$ cat src/assert_macros.svh
// Assertion macros shared by the calendar converter RTL.
// Depends on nothing; the assertions vanish when SYNTHESIS is defined.
`ifndef ASSERT_MACROS_SVH
`define ASSERT_MACROS_SVH
`ifndef SYNTHESIS
`define JDC_ASSERT(lbl, clk, rstn, prop) \
    lbl: assert property (@(posedge clk) disable iff (!rstn) prop) \
        else $error("assertion failed");
`define JDC_NEVER(lbl, clk, rstn, expr) \
    lbl: assert property (@(posedge clk) disable iff (!rstn) !(expr)) \
        else $error("forbidden condition seen");
`else
`define JDC_ASSERT(lbl, clk, rstn, prop)
`define JDC_NEVER(lbl, clk, rstn, expr)
`endif
`endif

$ cat src/jdc_pkg.sv
`timescale 1ns / 1ps
// Shared types, constants and lookup functions of the calendar converter.
// Depends on nothing; every module of the block imports it.
package jdc_pkg;

    localparam int NSTG   = 7;
    localparam int JD_W   = 23;
    localparam int YEAR_W = 14;
    localparam int MON_W  = 4;
    localparam int DAY_W  = 5;
    localparam int ORD_W  = 9;
    localparam int WD_W   = 3;

    localparam logic CMD_TO_JD   = 1'b0;
    localparam logic CMD_TO_DATE = 1'b1;

    localparam logic [JD_W-1:0]   JD_FIRST      = 23'd2361222;
    localparam logic [JD_W-1:0]   JD_LAST       = 23'd5373484;
    localparam logic [JD_W-1:0]   JD_EPOCH      = 23'd1721119;
    localparam logic [YEAR_W-1:0] YEAR_FIRST    = 14'd1752;
    localparam logic [YEAR_W-1:0] YEAR_LAST     = 14'd9999;
    localparam logic [YEAR_W-1:0] YEAR_BASE     = 14'd1900;
    localparam logic [YEAR_W-1:0] TWO_DIGIT_MAX = 14'd99;
    localparam logic [MON_W-1:0]  MON_FIRST     = 4'd9;
    localparam logic [DAY_W-1:0]  DAY_FIRST     = 5'd14;

    // Division of a year by 100: multiply by 5243 and drop 19 bits.
    localparam logic [12:0] DIV100_MUL   = 13'd5243;
    localparam int          DIV100_SHIFT = 19;
    localparam logic [6:0]  CENTURY      = 7'd100;

    // Days in 400 years and in 4 years, with their scaled reciprocals.
    localparam logic [17:0] DAYS_400Y     = 18'd146097;
    localparam logic [10:0] DAYS_4Y       = 11'd1461;
    localparam logic [14:0] RECIP_400Y    = 15'd29398;
    localparam int          RECIP_400Y_SH = 32;
    localparam logic [17:0] RECIP_4Y      = 18'd183734;
    localparam int          RECIP_4Y_SH   = 28;

    typedef struct packed {
        logic [NSTG-1:0] ce;
    } jdc_ctrl_t;

    typedef struct packed {
        logic              ok;
        logic [JD_W-1:0]   jd;
        logic [YEAR_W-1:0] year;
        logic [MON_W-1:0]  month;
        logic [DAY_W-1:0]  day;
        logic              leap;
    } jdc_res_t;

    typedef struct packed {
        logic              ok;
        logic [JD_W-1:0]   jd;
        logic [YEAR_W-1:0] year;
        logic [MON_W-1:0]  month;
        logic [DAY_W-1:0]  day;
        logic              leap;
        logic [WD_W-1:0]   weekday;
        logic [ORD_W-1:0]  ordinal;
        logic [DAY_W-1:0]  mlen;
    } jdc_out_t;

    // First day offset of each month in a year that starts in March.
    function automatic logic [8:0] month_start(input logic [3:0] mi);
        logic [8:0] r;
        unique case (mi)
            4'd0:    r = 9'd0;
            4'd1:    r = 9'd31;
            4'd2:    r = 9'd61;
            4'd3:    r = 9'd92;
            4'd4:    r = 9'd122;
            4'd5:    r = 9'd153;
            4'd6:    r = 9'd184;
            4'd7:    r = 9'd214;
            4'd8:    r = 9'd245;
            4'd9:    r = 9'd275;
            4'd10:   r = 9'd306;
            4'd11:   r = 9'd337;
            default: r = 9'd0;
        endcase
        return r;
    endfunction

    // Days before the first of a month in a common year.
    function automatic logic [8:0] days_before(input logic [3:0] m);
        logic [8:0] r;
        unique case (m)
            4'd1:    r = 9'd0;
            4'd2:    r = 9'd31;
            4'd3:    r = 9'd59;
            4'd4:    r = 9'd90;
            4'd5:    r = 9'd120;
            4'd6:    r = 9'd151;
            4'd7:    r = 9'd181;
            4'd8:    r = 9'd212;
            4'd9:    r = 9'd243;
            4'd10:   r = 9'd273;
            4'd11:   r = 9'd304;
            4'd12:   r = 9'd334;
            default: r = 9'd0;
        endcase
        return r;
    endfunction

    function automatic logic [4:0] month_len(input logic [3:0] m, input logic leap);
        logic [4:0] r;
        unique case (m)
            4'd1, 4'd3, 4'd5, 4'd7, 4'd8, 4'd10, 4'd12: r = 5'd31;
            4'd4, 4'd6, 4'd9, 4'd11:                  r = 5'd30;
            4'd2:                                      r = leap ? 5'd29 : 5'd28;
            default:                                   r = 5'd0;
        endcase
        return r;
    endfunction

    // Residue modulo 7 by folding octal digits, since 8 is 1 modulo 7.
    function automatic logic [2:0] mod7(input logic [JD_W-1:0] v);
        logic [23:0] w;
        logic [5:0]  s;
        logic [3:0]  s2;
        logic [3:0]  r;
        w = {1'b0, v};
        s = 6'd0;
        for (int i = 0; i < 8; i++) begin
            s = s + 6'(w[3*i +: 3]);
        end
        s2 = 4'(s[5:3]) + 4'(s[2:0]);
        if (s2 >= 4'd14) begin
            r = s2 - 4'd14;
        end else if (s2 >= 4'd7) begin
            r = s2 - 4'd7;
        end else begin
            r = s2;
        end
        return r[2:0];
    endfunction

endpackage

$ cat src/jdc_pipe_ctrl.sv
`timescale 1ns / 1ps
// Valid and ready chain of the converter pipeline, with the command bit per stage.
// Depends on jdc_pkg.
module jdc_pipe_ctrl (
    input  logic              clk,
    input  logic              rst_n,
    input  logic              in_valid,
    input  logic              in_cmd,
    output logic              in_ready,
    input  logic              out_ready,
    output logic              out_valid,
    output logic              cmd_last,
    output jdc_pkg::jdc_ctrl_t ctrl
);
    import jdc_pkg::*;

    logic [NSTG-1:0] vld_reg;
    logic [NSTG-1:0] vld_next;
    logic [NSTG-1:0] rdy;
    logic [NSTG-2:0] cmd_reg;

    // A stage may load when it is empty or its content moves on.
    always_comb
    begin
        rdy[NSTG-1] = !vld_reg[NSTG-1] || out_ready;
        for (int k = NSTG - 2; k >= 0; k--) begin
            rdy[k] = !vld_reg[k] || rdy[k+1];
        end
        vld_next[0] = rdy[0] ? in_valid : vld_reg[0];
        for (int k = 1; k < NSTG; k++) begin
            vld_next[k] = rdy[k] ? vld_reg[k-1] : vld_reg[k];
        end
    end

    always_ff @(posedge clk or negedge rst_n)
    begin
        if (!rst_n) begin
            vld_reg <= '0;
        end else begin
            vld_reg <= vld_next;
        end
    end

    always_ff @(posedge clk)
    begin
        if (rdy[0]) begin
            cmd_reg[0] <= in_cmd;
        end
        for (int k = 1; k < NSTG - 1; k++) begin
            if (rdy[k]) begin
                cmd_reg[k] <= cmd_reg[k-1];
            end
        end
    end

    assign in_ready  = rdy[0];
    assign out_valid = vld_reg[NSTG-1];
    assign cmd_last  = cmd_reg[NSTG-2];
    assign ctrl.ce   = rdy;

endmodule

$ cat src/jdc_date2jd.sv
`timescale 1ns / 1ps
// Date to day number path: six register stages from the input fields.
// Depends on jdc_pkg.
module jdc_date2jd (
    input  logic                             clk,
    input  jdc_pkg::jdc_ctrl_t               ctrl,
    input  logic [jdc_pkg::YEAR_W-1:0]       year_in,
    input  logic [jdc_pkg::MON_W-1:0]        month_in,
    input  logic [jdc_pkg::DAY_W-1:0]        day_in,
    output jdc_pkg::jdc_res_t                res
);
    import jdc_pkg::*;

    // Stage 1: two-digit years folded into the 1900s.
    logic [YEAR_W-1:0] yn1_reg;
    logic [YEAR_W-1:0] yn1_next;
    logic [MON_W-1:0]  mon1_reg;
    logic [DAY_W-1:0]  day1_reg;

    // Stage 2: range checks and the century products.
    logic [26:0]       pyn2_reg;
    logic [26:0]       pys2_reg;
    logic [26:0]       pyn2_next;
    logic [26:0]       pys2_next;
    logic [YEAR_W-1:0] ys1;
    logic [MON_W-1:0]  mi1;
    logic              pre_ok2_reg;
    logic              pre_ok2_next;
    logic [YEAR_W-1:0] yn2_reg;
    logic [YEAR_W-1:0] ys2_reg;
    logic [MON_W-1:0]  mi2_reg;
    logic [MON_W-1:0]  mon2_reg;
    logic [DAY_W-1:0]  day2_reg;

    // Stage 3: leap year, month length check, year in century.
    logic [7:0]        cen_y2;
    logic [7:0]        cen_s2;
    logic              leap3_next;
    logic              ok3_next;
    logic [6:0]        yr3_next;
    logic [7:0]        cen3_reg;
    logic [6:0]        yr3_reg;
    logic              leap3_reg;
    logic              ok3_reg;
    logic [YEAR_W-1:0] yn3_reg;
    logic [MON_W-1:0]  mi3_reg;
    logic [MON_W-1:0]  mon3_reg;
    logic [DAY_W-1:0]  day3_reg;

    // Stage 4: the three day count terms.
    logic [25:0]       t1_full;
    logic [17:0]       t2_full;
    logic [JD_W-1:0]   t1_reg;
    logic [15:0]       t2_reg;
    logic [8:0]        t3_reg;
    logic              leap4_reg;
    logic              ok4_reg;
    logic [YEAR_W-1:0] yn4_reg;
    logic [MON_W-1:0]  mon4_reg;
    logic [DAY_W-1:0]  day4_reg;

    // Stage 5: partial sum.
    logic [JD_W-1:0]   part5_reg;
    logic [8:0]        t3_5_reg;
    logic              leap5_reg;
    logic              ok5_reg;
    logic [YEAR_W-1:0] yn5_reg;
    logic [MON_W-1:0]  mon5_reg;
    logic [DAY_W-1:0]  day5_reg;

    // Stage 6: finished day number.
    jdc_res_t          res6_reg;

    assign yn1_next = (year_in <= TWO_DIGIT_MAX) ? year_in + YEAR_BASE : year_in;

    always_ff @(posedge clk)
    begin
        if (ctrl.ce[0]) begin
            yn1_reg  <= yn1_next;
            mon1_reg <= month_in;
            day1_reg <= day_in;
        end
    end

    // January and February count as months of the previous year.
    always_comb
    begin
        if (mon1_reg > 4'd2) begin
            ys1 = yn1_reg;
            mi1 = mon1_reg - 4'd3;
        end else begin
            ys1 = yn1_reg - 14'd1;
            mi1 = mon1_reg + 4'd9;
        end
        pyn2_next    = 27'(yn1_reg) * 27'(DIV100_MUL);
        pys2_next    = 27'(ys1) * 27'(DIV100_MUL);
        pre_ok2_next = (yn1_reg >= YEAR_FIRST) && (yn1_reg <= YEAR_LAST)
                       && !((yn1_reg == YEAR_FIRST)
                            && ((mon1_reg < MON_FIRST)
                                || ((mon1_reg == MON_FIRST) && (day1_reg < DAY_FIRST))))
                       && (mon1_reg >= 4'd1) && (mon1_reg <= 4'd12)
                       && (day1_reg != 5'd0);
    end

    always_ff @(posedge clk)
    begin
        if (ctrl.ce[1]) begin
            pyn2_reg    <= pyn2_next;
            pys2_reg    <= pys2_next;
            pre_ok2_reg <= pre_ok2_next;
            yn2_reg     <= yn1_reg;
            ys2_reg     <= ys1;
            mi2_reg     <= mi1;
            mon2_reg    <= mon1_reg;
            day2_reg    <= day1_reg;
        end
    end

    always_comb
    begin
        cen_y2     = pyn2_reg[DIV100_SHIFT +: 8];
        cen_s2     = pys2_reg[DIV100_SHIFT +: 8];
        leap3_next = (yn2_reg[1:0] == 2'b00)
                     && ((yn2_reg != 14'(cen_y2) * 14'(CENTURY)) || (cen_y2[1:0] == 2'b00));
        ok3_next   = pre_ok2_reg && (day2_reg <= month_len(mon2_reg, leap3_next));
        yr3_next   = 7'(ys2_reg - 14'(cen_s2) * 14'(CENTURY));
    end

    always_ff @(posedge clk)
    begin
        if (ctrl.ce[2]) begin
            cen3_reg  <= cen_s2;
            yr3_reg   <= yr3_next;
            leap3_reg <= leap3_next;
            ok3_reg   <= ok3_next;
            yn3_reg   <= yn2_reg;
            mi3_reg   <= mi2_reg;
            mon3_reg  <= mon2_reg;
            day3_reg  <= day2_reg;
        end
    end

    assign t1_full = 26'(cen3_reg) * 26'(DAYS_400Y);
    assign t2_full = 18'(yr3_reg) * 18'(DAYS_4Y);

    always_ff @(posedge clk)
    begin
        if (ctrl.ce[3]) begin
            t1_reg    <= t1_full[24:2];
            t2_reg    <= t2_full[17:2];
            t3_reg    <= 9'(day3_reg) + month_start(mi3_reg);
            leap4_reg <= leap3_reg;
            ok4_reg   <= ok3_reg;
            yn4_reg   <= yn3_reg;
            mon4_reg  <= mon3_reg;
            day4_reg  <= day3_reg;
        end
    end

    always_ff @(posedge clk)
    begin
        if (ctrl.ce[4]) begin
            part5_reg <= t1_reg + 23'(t2_reg);
            t3_5_reg  <= t3_reg;
            leap5_reg <= leap4_reg;
            ok5_reg   <= ok4_reg;
            yn5_reg   <= yn4_reg;
            mon5_reg  <= mon4_reg;
            day5_reg  <= day4_reg;
        end
    end

    always_ff @(posedge clk)
    begin
        if (ctrl.ce[5]) begin
            res6_reg.ok    <= ok5_reg;
            res6_reg.jd    <= JD_EPOCH + part5_reg + 23'(t3_5_reg);
            res6_reg.year  <= yn5_reg;
            res6_reg.month <= mon5_reg;
            res6_reg.day   <= day5_reg;
            res6_reg.leap  <= leap5_reg;
        end
    end

    assign res = res6_reg;

endmodule

$ cat src/jdc_jd2date.sv
`timescale 1ns / 1ps
// Day number to date path: six register stages, two reciprocal divisions.
// Depends on jdc_pkg.
module jdc_jd2date (
    input  logic                         clk,
    input  jdc_pkg::jdc_ctrl_t           ctrl,
    input  logic [jdc_pkg::JD_W-1:0]     day_number_in,
    output jdc_pkg::jdc_res_t            res
);
    import jdc_pkg::*;

    logic              ok1_reg;
    logic [21:0]       j1_reg;
    logic [JD_W-1:0]   jd1_reg;

    logic [23:0]       a1;
    logic [23:0]       a2_reg;
    logic [38:0]       prod2_reg;
    logic              ok2_reg;
    logic [JD_W-1:0]   jd2_reg;

    logic [6:0]        q3;
    logic [24:0]       rem3;
    logic              fix3;
    logic [6:0]        y1_3_reg;
    logic [17:0]       r1_3_reg;
    logic              ok3_reg;
    logic [JD_W-1:0]   jd3_reg;

    logic [17:0]       b4;
    logic [17:0]       b4_reg;
    logic [35:0]       prod4_reg;
    logic [6:0]        y1_4_reg;
    logic              ok4_reg;
    logic [JD_W-1:0]   jd4_reg;

    logic [6:0]        q5;
    logic [17:0]       rem5;
    logic              fix5;
    logic [10:0]       r2_5;
    logic [6:0]        j2_5_reg;
    logic [8:0]        x3_5_reg;
    logic [6:0]        y1_5_reg;
    logic              ok5_reg;
    logic [JD_W-1:0]   jd5_reg;

    logic [3:0]        mi6;
    logic              hi6;
    logic [6:0]        yy6;
    logic [6:0]        cen6;
    jdc_res_t          res6_next;
    jdc_res_t          res6_reg;

    always_ff @(posedge clk)
    begin
        if (ctrl.ce[0]) begin
            ok1_reg <= (day_number_in >= JD_FIRST) && (day_number_in <= JD_LAST);
            j1_reg  <= 22'(day_number_in - JD_EPOCH);
            jd1_reg <= day_number_in;
        end
    end

    assign a1 = {j1_reg, 2'b00} - 24'd1;

    always_ff @(posedge clk)
    begin
        if (ctrl.ce[1]) begin
            a2_reg    <= a1;
            prod2_reg <= 39'(a1) * 39'(RECIP_400Y);
            ok2_reg   <= ok1_reg;
            jd2_reg   <= jd1_reg;
        end
    end

    // The reciprocal estimate is at most one low; one compare fixes it.
    always_comb
    begin
        q3   = prod2_reg[RECIP_400Y_SH +: 7];
        rem3 = 25'(a2_reg) - 25'(q3) * 25'(DAYS_400Y);
        fix3 = rem3 >= 25'(DAYS_400Y);
    end

    always_ff @(posedge clk)
    begin
        if (ctrl.ce[2]) begin
            y1_3_reg <= q3 + 7'(fix3);
            r1_3_reg <= fix3 ? 18'(rem3 - 25'(DAYS_400Y)) : 18'(rem3);
            ok3_reg  <= ok2_reg;
            jd3_reg  <= jd2_reg;
        end
    end

    assign b4 = {r1_3_reg[17:2], 2'b11};

    always_ff @(posedge clk)
    begin
        if (ctrl.ce[3]) begin
            b4_reg    <= b4;
            prod4_reg <= 36'(b4) * 36'(RECIP_4Y);
            y1_4_reg  <= y1_3_reg;
            ok4_reg   <= ok3_reg;
            jd4_reg   <= jd3_reg;
        end
    end

    always_comb
    begin
        q5   = prod4_reg[RECIP_4Y_SH +: 7];
        rem5 = b4_reg - 18'(q5) * 18'(DAYS_4Y);
        fix5 = rem5 >= 18'(DAYS_4Y);
        r2_5 = fix5 ? 11'(rem5 - 18'(DAYS_4Y)) : 11'(rem5);
    end

    always_ff @(posedge clk)
    begin
        if (ctrl.ce[4]) begin
            j2_5_reg <= q5 + 7'(fix5);
            x3_5_reg <= 9'(r2_5[10:2]) + 9'd1;
            y1_5_reg <= y1_4_reg;
            ok5_reg  <= ok4_reg;
            jd5_reg  <= jd4_reg;
        end
    end

    // Month of a March-based year from the day in that year; January and
    // February move the year on by one.
    always_comb
    begin
        mi6 = 4'd0;
        for (int k = 1; k < 12; k++) begin
            if (x3_5_reg > month_start(4'(k))) begin
                mi6 = 4'(k);
            end
        end
        hi6  = mi6 >= 4'd10;
        yy6  = j2_5_reg + 7'(hi6);
        cen6 = (yy6 == CENTURY) ? y1_5_reg + 7'd1 : y1_5_reg;
        res6_next.ok    = ok5_reg;
        res6_next.jd    = jd5_reg;
        res6_next.year  = 14'(y1_5_reg) * 14'(CENTURY) + 14'(yy6);
        res6_next.month = hi6 ? mi6 - 4'd9 : mi6 + 4'd3;
        res6_next.day   = 5'(x3_5_reg - month_start(mi6));
        res6_next.leap  = (yy6[1:0] == 2'b00)
                          && (((yy6 != 7'd0) && (yy6 != CENTURY)) || (cen6[1:0] == 2'b00));
    end

    always_ff @(posedge clk)
    begin
        if (ctrl.ce[5]) begin
            res6_reg <= res6_next;
        end
    end

    assign res = res6_reg;

endmodule

$ cat src/jdc_finish.sv
`timescale 1ns / 1ps
// Output stage: weekday, day of year and month length, zeroed when invalid.
// Depends on jdc_pkg.
module jdc_finish (
    input  logic                 clk,
    input  jdc_pkg::jdc_ctrl_t   ctrl,
    input  jdc_pkg::jdc_res_t    res,
    output jdc_pkg::jdc_out_t    out
);
    import jdc_pkg::*;

    jdc_out_t out_reg;
    jdc_out_t out_next;

    always_comb
    begin
        out_next = '0;
        if (res.ok) begin
            out_next.ok      = 1'b1;
            out_next.jd      = res.jd;
            out_next.year    = res.year;
            out_next.month   = res.month;
            out_next.day     = res.day;
            out_next.leap    = res.leap;
            out_next.weekday = mod7(res.jd) + 3'd1;
            out_next.ordinal = days_before(res.month) + 9'(res.day)
                               + 9'(res.leap && (res.month > 4'd2));
            out_next.mlen    = month_len(res.month, res.leap);
        end
    end

    always_ff @(posedge clk)
    begin
        if (ctrl.ce[NSTG-1]) begin
            out_reg <= out_next;
        end
    end

    assign out = out_reg;

endmodule

$ cat src/julian_day_calendar_converter_core.sv
`timescale 1ns / 1ps
// Gregorian date / Julian day number converter, seven-stage pipeline.
// Depends on jdc_pkg, jdc_pipe_ctrl, jdc_date2jd, jdc_jd2date, jdc_finish
// and assert_macros.svh.
//
// Usage: each item on the slave channel carries a command in s_tuser. Command
// 0 converts year, month and day to a Julian day number; command 1 converts a
// day number back to a date. Every item gives exactly one result item on the
// master channel, in order. m_tuser is high when the date or day number lies
// between 1752-09-14 and 9999-12-31; otherwise every result field is zero.
// An item lands in the first stage register at the accepting edge and moves
// through the stage registers in order until its result reaches the output
// register. Throughput is one item per cycle while the receiver keeps up; the
// two constant divisions (by 146097 and by 1461) are reciprocal multiplies
// with a one-step correction, each over two stages, and they set the depth.
// Every stage has its own valid bit and loads when it is empty or its content
// moves on, so a stalled receiver only backs up the pipeline: s_tready falls
// once all seven stages hold items, and bubbles fill while the output waits.
// Reset clears the valid bits; no item is in flight afterwards.
`include "assert_macros.svh"
module julian_day_calendar_converter_core (
    input  logic        clk,
    input  logic        rst_n,
    input  logic        s_tvalid,
    output logic        s_tready,
    // [13:0] year_in, [17:14] month_in, [22:18] day_in,
    // [45:23] day_number_in, [47:46] zero
    input  logic [47:0] s_tdata,
    // [0] cmd
    input  logic        s_tuser,
    output logic        m_tvalid,
    input  logic        m_tready,
    // [22:0] day_number_out, [36:23] year_out, [40:37] month_out,
    // [45:41] day_out, [46] is_leap, [49:47] weekday, [58:50] ordinal_day,
    // [63:59] month_length
    output logic [63:0] m_tdata,
    // [0] valid_res
    output logic        m_tuser
);
    import jdc_pkg::*;

    jdc_ctrl_t ctrl;
    logic      cmd_last;
    jdc_res_t  res_date;
    jdc_res_t  res_jd;
    jdc_res_t  res_sel;
    jdc_out_t  out;
    logic      res_fields_ok;

    jdc_pipe_ctrl u_ctrl (
        .clk       (clk),
        .rst_n     (rst_n),
        .in_valid  (s_tvalid),
        .in_cmd    (s_tuser),
        .in_ready  (s_tready),
        .out_ready (m_tready),
        .out_valid (m_tvalid),
        .cmd_last  (cmd_last),
        .ctrl      (ctrl)
    );

    // Both paths see every item; the command picks one result in stage six.
    jdc_date2jd u_date2jd (
        .clk      (clk),
        .ctrl     (ctrl),
        .year_in  (s_tdata[13:0]),
        .month_in (s_tdata[17:14]),
        .day_in   (s_tdata[22:18]),
        .res      (res_date)
    );

    jdc_jd2date u_jd2date (
        .clk           (clk),
        .ctrl          (ctrl),
        .day_number_in (s_tdata[45:23]),
        .res           (res_jd)
    );

    assign res_sel = (cmd_last == CMD_TO_DATE) ? res_jd : res_date;

    jdc_finish u_finish (
        .clk  (clk),
        .ctrl (ctrl),
        .res  (res_sel),
        .out  (out)
    );

    assign m_tuser = out.ok;
    assign m_tdata = {out.mlen, out.ordinal, out.weekday, out.leap, out.day,
                      out.month, out.year, out.jd};

    // A valid result is a real date inside the supported span.
    assign res_fields_ok = (out.month != 4'd0) && (out.month <= 4'd12)
                           && (out.weekday != 3'd0) && (out.ordinal != 9'd0)
                           && (out.jd >= JD_FIRST) && (out.jd <= JD_LAST);

    // An invalid item leaves nothing behind in the payload.
    `JDC_ASSERT(a_invalid_zero, clk, rst_n, (m_tvalid && !m_tuser) |-> (m_tdata == 64'd0))

    `JDC_ASSERT(a_valid_fields, clk, rst_n, (m_tvalid && m_tuser) |-> res_fields_ok)

    // Input backpressure only comes from a full pipeline behind a stalled output.
    `JDC_ASSERT(a_stall_source, clk, rst_n, !s_tready |-> (m_tvalid && !m_tready))

endmodule

$ cat config.mk
export PLATFORM = sky130hd
export DESIGN_NAME = julian_day_calendar_converter_core
export DESIGN_NICKNAME = d
export VERILOG_FILES = /design/src/jdc_pkg.sv /design/src/jdc_pipe_ctrl.sv /design/src/jdc_date2jd.sv /design/src/jdc_jd2date.sv /design/src/jdc_finish.sv /design/src/julian_day_calendar_converter_core.sv
export VERILOG_INCLUDE_DIRS = /design/src /design/src/src
export SDC_FILE = /design/constraint.sdc
export NUM_CORES = 2
export LEC_CHECK = 0
export ABC_AREA = 1
export BUFFER_PORTS_ARGS = -buffer_cell sky130_fd_sc_hd__buf_2
export CORE_AREA = 5 5 334 467
export DETAILED_ROUTE_END_ITERATION = 7
export DIE_AREA = 0 0 339 472
export PLACE_DENSITY = 0.51
export REMOVE_ABC_BUFFERS = 1
export SETUP_SLACK_MARGIN = 0.1
export SKIP_CTS_REPAIR_TIMING = 1
export SYNTH_ARGS = -nofsm -noshare
export SYNTH_HDL_FRONTEND = slang
export SYNTH_HIERARCHICAL = 1
export SYNTH_SLANG_ARGS = --single-unit
$ cat constraint.sdc
create_clock -name clk -period 13.15 [get_ports clk]
set_clock_uncertainty 0.2 [all_clocks]
set_input_delay 2.63 -clock clk [delete_from_list [all_inputs] [get_ports clk]]
set_output_delay 2.63 -clock clk [all_outputs]
set_load 0.03 [all_outputs]
==> results.json <==
{
  "first_pass_grt_wire_length_um": 220700,
  "vias": 39225,
  "first_global_vias": 41912,
  "synth.yosys.warnings": 6,
  "worstSetupEndpointType": "flip-flop",
  "post_dp_hpwl_um": 113700,
  "route.detailed.wl_per_inst_um": 16.59,
  "timing.setup.critical_path_class": "flip-flop to flip-flop",
  "remaining_global_route_overflow": 0,
  "critical_path_required_time_ns": 13.36,
  "areaGrowthSynthToFinish_pct": 9.406,
  "slew_headroom_pct": 27.44,
  "critPathArrivalTime_ns": 8.14,
  "port-buffer-count": 117,
  "ys_seq_elements": 676,
  "avgViaCountPerCell": 4.790,
  "synth_instances": 5973,
  "r2r-start": "u_jd2date/j1_reg[0]",
  "tritoncts.num_buffers": 76,
  "final_layout_size_suffix_gt1_share_pct": 5.689,
  "synth_area_per_cell_um2": 10.07,
  "crit_path_top_delay_cell": "sky130_fd_sc_hd__edfxtp_1",
  "tritoncts_sink_count": 676,
  "crit_path_end": "u_jd2date/prod2_reg[35]",
  "largest_net_degree_at_the_start_of_global_routing": 72,
  "total_nets_final": 7636,
  "h_tree_lvl_count": 3,
  "cts_tree": "done",
  "fin_util_pct": 43.52,
  "setup.worst_path.start_class": "flip-flop",
  "synth_enable_flop_cells": 660,
  "synth_top_flop_cell": "sky130_fd_sc_hd__edfxtp_1",
  "antenna_left": 0,
  "final-hold-violation-count": 0,
  "r2r_slack_ns": 5.22,
  "fraction_of_synthesized_cell_area_taken_by_the_top_area_cell_type_pct": 32.96,
  "io_pins": 120,
  "antenna_found_initial": 7,
  "cp_slowest_stage_delay_ns": 0.62,
  "core_region_area_um2": 151200,
  "timing.hold.worst.class": "flip-flop to flip-flop",
  "rows": 169,
  "drcViolationCount": 0,
  "die_x_um": 339,
  "worstReg2RegEnd": "u_jd2date/prod2_reg[35]",
  "n_fill_cell": 14557,
  "period_share_pct": 60.32,
  "finalWirelength_um": 135800,
  "reg2regPathDepth": 30,
  "mostFrequentLayoutCells": "sky130_fd_sc_hd__inv_1, sky130_fd_sc_hd__nand2_1, sky130_fd_sc_hd__ha_1",
  "drt_first_pass_iters": 5,
  "area_of_the_die_um2": 160000,
  "tns_ns": 0,
  "drt_iter0_drc": 1552,
  "clkTransAtPathRegs_ns": 0.06,
  "synth.largest_area_cell": "sky130_fd_sc_hd__edfxtp_1",
  "critical_path_peak_fanout": 9,
  "mappedNetlistArea_um2": 60140,
  "grt_setup_unrepaired": "false",
  "largest_register_ffs": 63,
  "cts.root.buffer_cell": "sky130_fd_sc_hd__clkbuf_16",
  "fraction_of_registers_with_async_set_reset_pct": 1.036,
  "most_frequent_standard_cell_in_the_layout_excluding_fill_and_tap_cells": "sky130_fd_sc_hd__inv_1",
  "grt_util_all_layers_pct": 17.26,
  "max_freq_ghz": 0.1261,
  "gp_congestion": 0.8788,
  "dieHeight_um": 472,
  "timing.final.setup_violations": 0,
  "cell_variety_after_synth": 71,
  "clock_insertion_delay_worst_skew_ns": 0.67,
  "max-cap-violations": 0,
  "critPathLaunch": "u_jd2date/j1_reg[0]",
  "floorplan.initialDensity_pct": 39.78,
  "slew_violations": 0,
  "crit_path_frequent_cell": "sky130_fd_sc_hd__inv_1",
  "synth_sequential_area_ratio_pct": 33.55,
  "synth.top_cells.by_area": "sky130_fd_sc_hd__edfxtp_1, sky130_fd_sc_hd__ha_1, sky130_fd_sc_hd__fa_1",
  "clock_tree.buffer_depth": 3,
  "period_minus_slack_ns": 7.932,
  "worst_slew_pin_slew_ns": 1.085,
  "run_status": "finished clean"
}
-- area by class of cell --
class                   count  area [um2]  area share, %
flip-flops and latches    676       20170          30.66
clock inverters            36       509.2         0.7740
clock buffers             105        2083          3.166
diodes                      1       2.502       0.003803
inverters                1362        5120          7.782
multi-input cells        3905       34700          52.74
repair buffers            138       743.2          1.130
well taps                1966        2460          3.739
-- routing by layer --
layer / global-route usage [%] / vias up / share of wire, %
met1: 20.46 / 18895 / 42
met4: 4.793 / 0 / 2.5
li1: - / 19701 / -
met5: 0 / - / 0
met2: 33.17 / 462 / 54
met3: 1.596 / 167 / 2.4
-- per-stage QoR --
| step | cells | cell area [um2] | setup WS (ns) | hold WS, ns |
|---|---|---|---|---|
| floorplan | 5943 | 59960 | 4.677 | 0.2003 |
| global route | 8188 | 65790 | 4.696 | 0.2046 |
| detailed placement | 8047 | 63200 | 5.116 | 0.2045 |
| CTS | 8188 | 65790 | 5.095 | 0.1891 |
| global placement | 8047 | 63200 | 5.172 | 0.2017 |
| finish | 8189 | 65800 | 5.218 | 0.1921 |
-- worst min-delay path by stage --
stage	from	endpoint	cells after the start
6_report	u_jd2date/jd4_reg[14]	u_jd2date/jd5_reg[14]	0
5_1_grt	u_jd2date/jd4_reg[13]	u_jd2date/jd5_reg[13]	0
4_1_cts	u_jd2date/jd4_reg[14]	u_jd2date/jd5_reg[14]	0
3_5_place_dp	u_date2jd/pys2_reg[24]	u_date2jd/cen3_reg[5]	0
3_3_place_gp	u_jd2date/jd4_reg[3]	u_jd2date/jd5_reg[3]	0
2_1_floorplan	u_ctrl/cmd_reg[0]	u_ctrl/cmd_reg[1]	0
-- kinds of logic after synthesis --
logic type,share of synthesized area (%)
compound gates,5.372
xor+xnor,4.061
fa+ha+maj,36.32
buf+inv,8.805
flops,33.55
simple gates,11.90
-- synthesized netlist by cell type, types with 5 or more instances --
| library cell | instances |
|---|---|
| sky130_fd_sc_hd__inv_1 | 1354 |
| sky130_fd_sc_hd__nand2_1 | 930 |
| sky130_fd_sc_hd__ha_1 | 888 |
| sky130_fd_sc_hd__edfxtp_1 | 660 |
| sky130_fd_sc_hd__fa_1 | 536 |
| sky130_fd_sc_hd__nor2_1 | 311 |
| sky130_fd_sc_hd__a21oi_1 | 239 |
| sky130_fd_sc_hd__xor2_1 | 191 |
| sky130_fd_sc_hd__nand3_1 | 182 |
| sky130_fd_sc_hd__o21ai_0 | 158 |
| sky130_fd_sc_hd__nand4_1 | 78 |
| sky130_fd_sc_hd__xnor2_1 | 71 |
| sky130_fd_sc_hd__nor3_1 | 49 |
| sky130_fd_sc_hd__a21o_1 | 31 |
| sky130_fd_sc_hd__nor4_1 | 19 |
| sky130_fd_sc_hd__o21bai_1 | 16 |
| sky130_fd_sc_hd__a31oi_1 | 14 |
| sky130_fd_sc_hd__nand3b_1 | 14 |
| sky130_fd_sc_hd__or2_2 | 14 |
| sky130_fd_sc_hd__nand2_2 | 13 |
| sky130_fd_sc_hd__a211oi_1 | 11 |
| sky130_fd_sc_hd__a221oi_1 | 10 |
| sky130_fd_sc_hd__o211ai_1 | 10 |
| sky130_fd_sc_hd__a21boi_0 | 9 |
| sky130_fd_sc_hd__buf_2 | 9 |
| sky130_fd_sc_hd__buf_4 | 9 |
| sky130_fd_sc_hd__clkbuf_1 | 9 |
| sky130_fd_sc_hd__dfxtp_1 | 9 |
| sky130_fd_sc_hd__nor2_2 | 9 |
| sky130_fd_sc_hd__nand3_2 | 8 |
| sky130_fd_sc_hd__dfrtp_1 | 7 |
| sky130_fd_sc_hd__inv_2 | 7 |
| sky130_fd_sc_hd__nor2_4 | 6 |
| sky130_fd_sc_hd__o21a_1 | 6 |
| sky130_fd_sc_hd__o21ai_1 | 6 |
| sky130_fd_sc_hd__o21ai_2 | 6 |
| sky130_fd_sc_hd__nand2_4 | 5 |
| sky130_fd_sc_hd__o2111ai_1 | 5 |
| sky130_fd_sc_hd__o221ai_1 | 5 |
| sky130_fd_sc_hd__o31ai_1 | 5 |
-- critical path, delay by kind of cell (launching register included) --
kind | cells | cell delay, ns
adder cells (fa/ha/maj) | 8 | 3.28
AND/OR/NAND/NOR | 11 | 1.62
buffers and inverters | 7 | 1.07
flip-flops | 1 | 0.62
AO/OA/AOI/OAI | 3 | 0.58
XOR/XNOR | 1 | 0.29
Power is left out: the tool's default activity adds up to more than one toggle a clock period on the data nets, which glitch-free logic cannot reach.
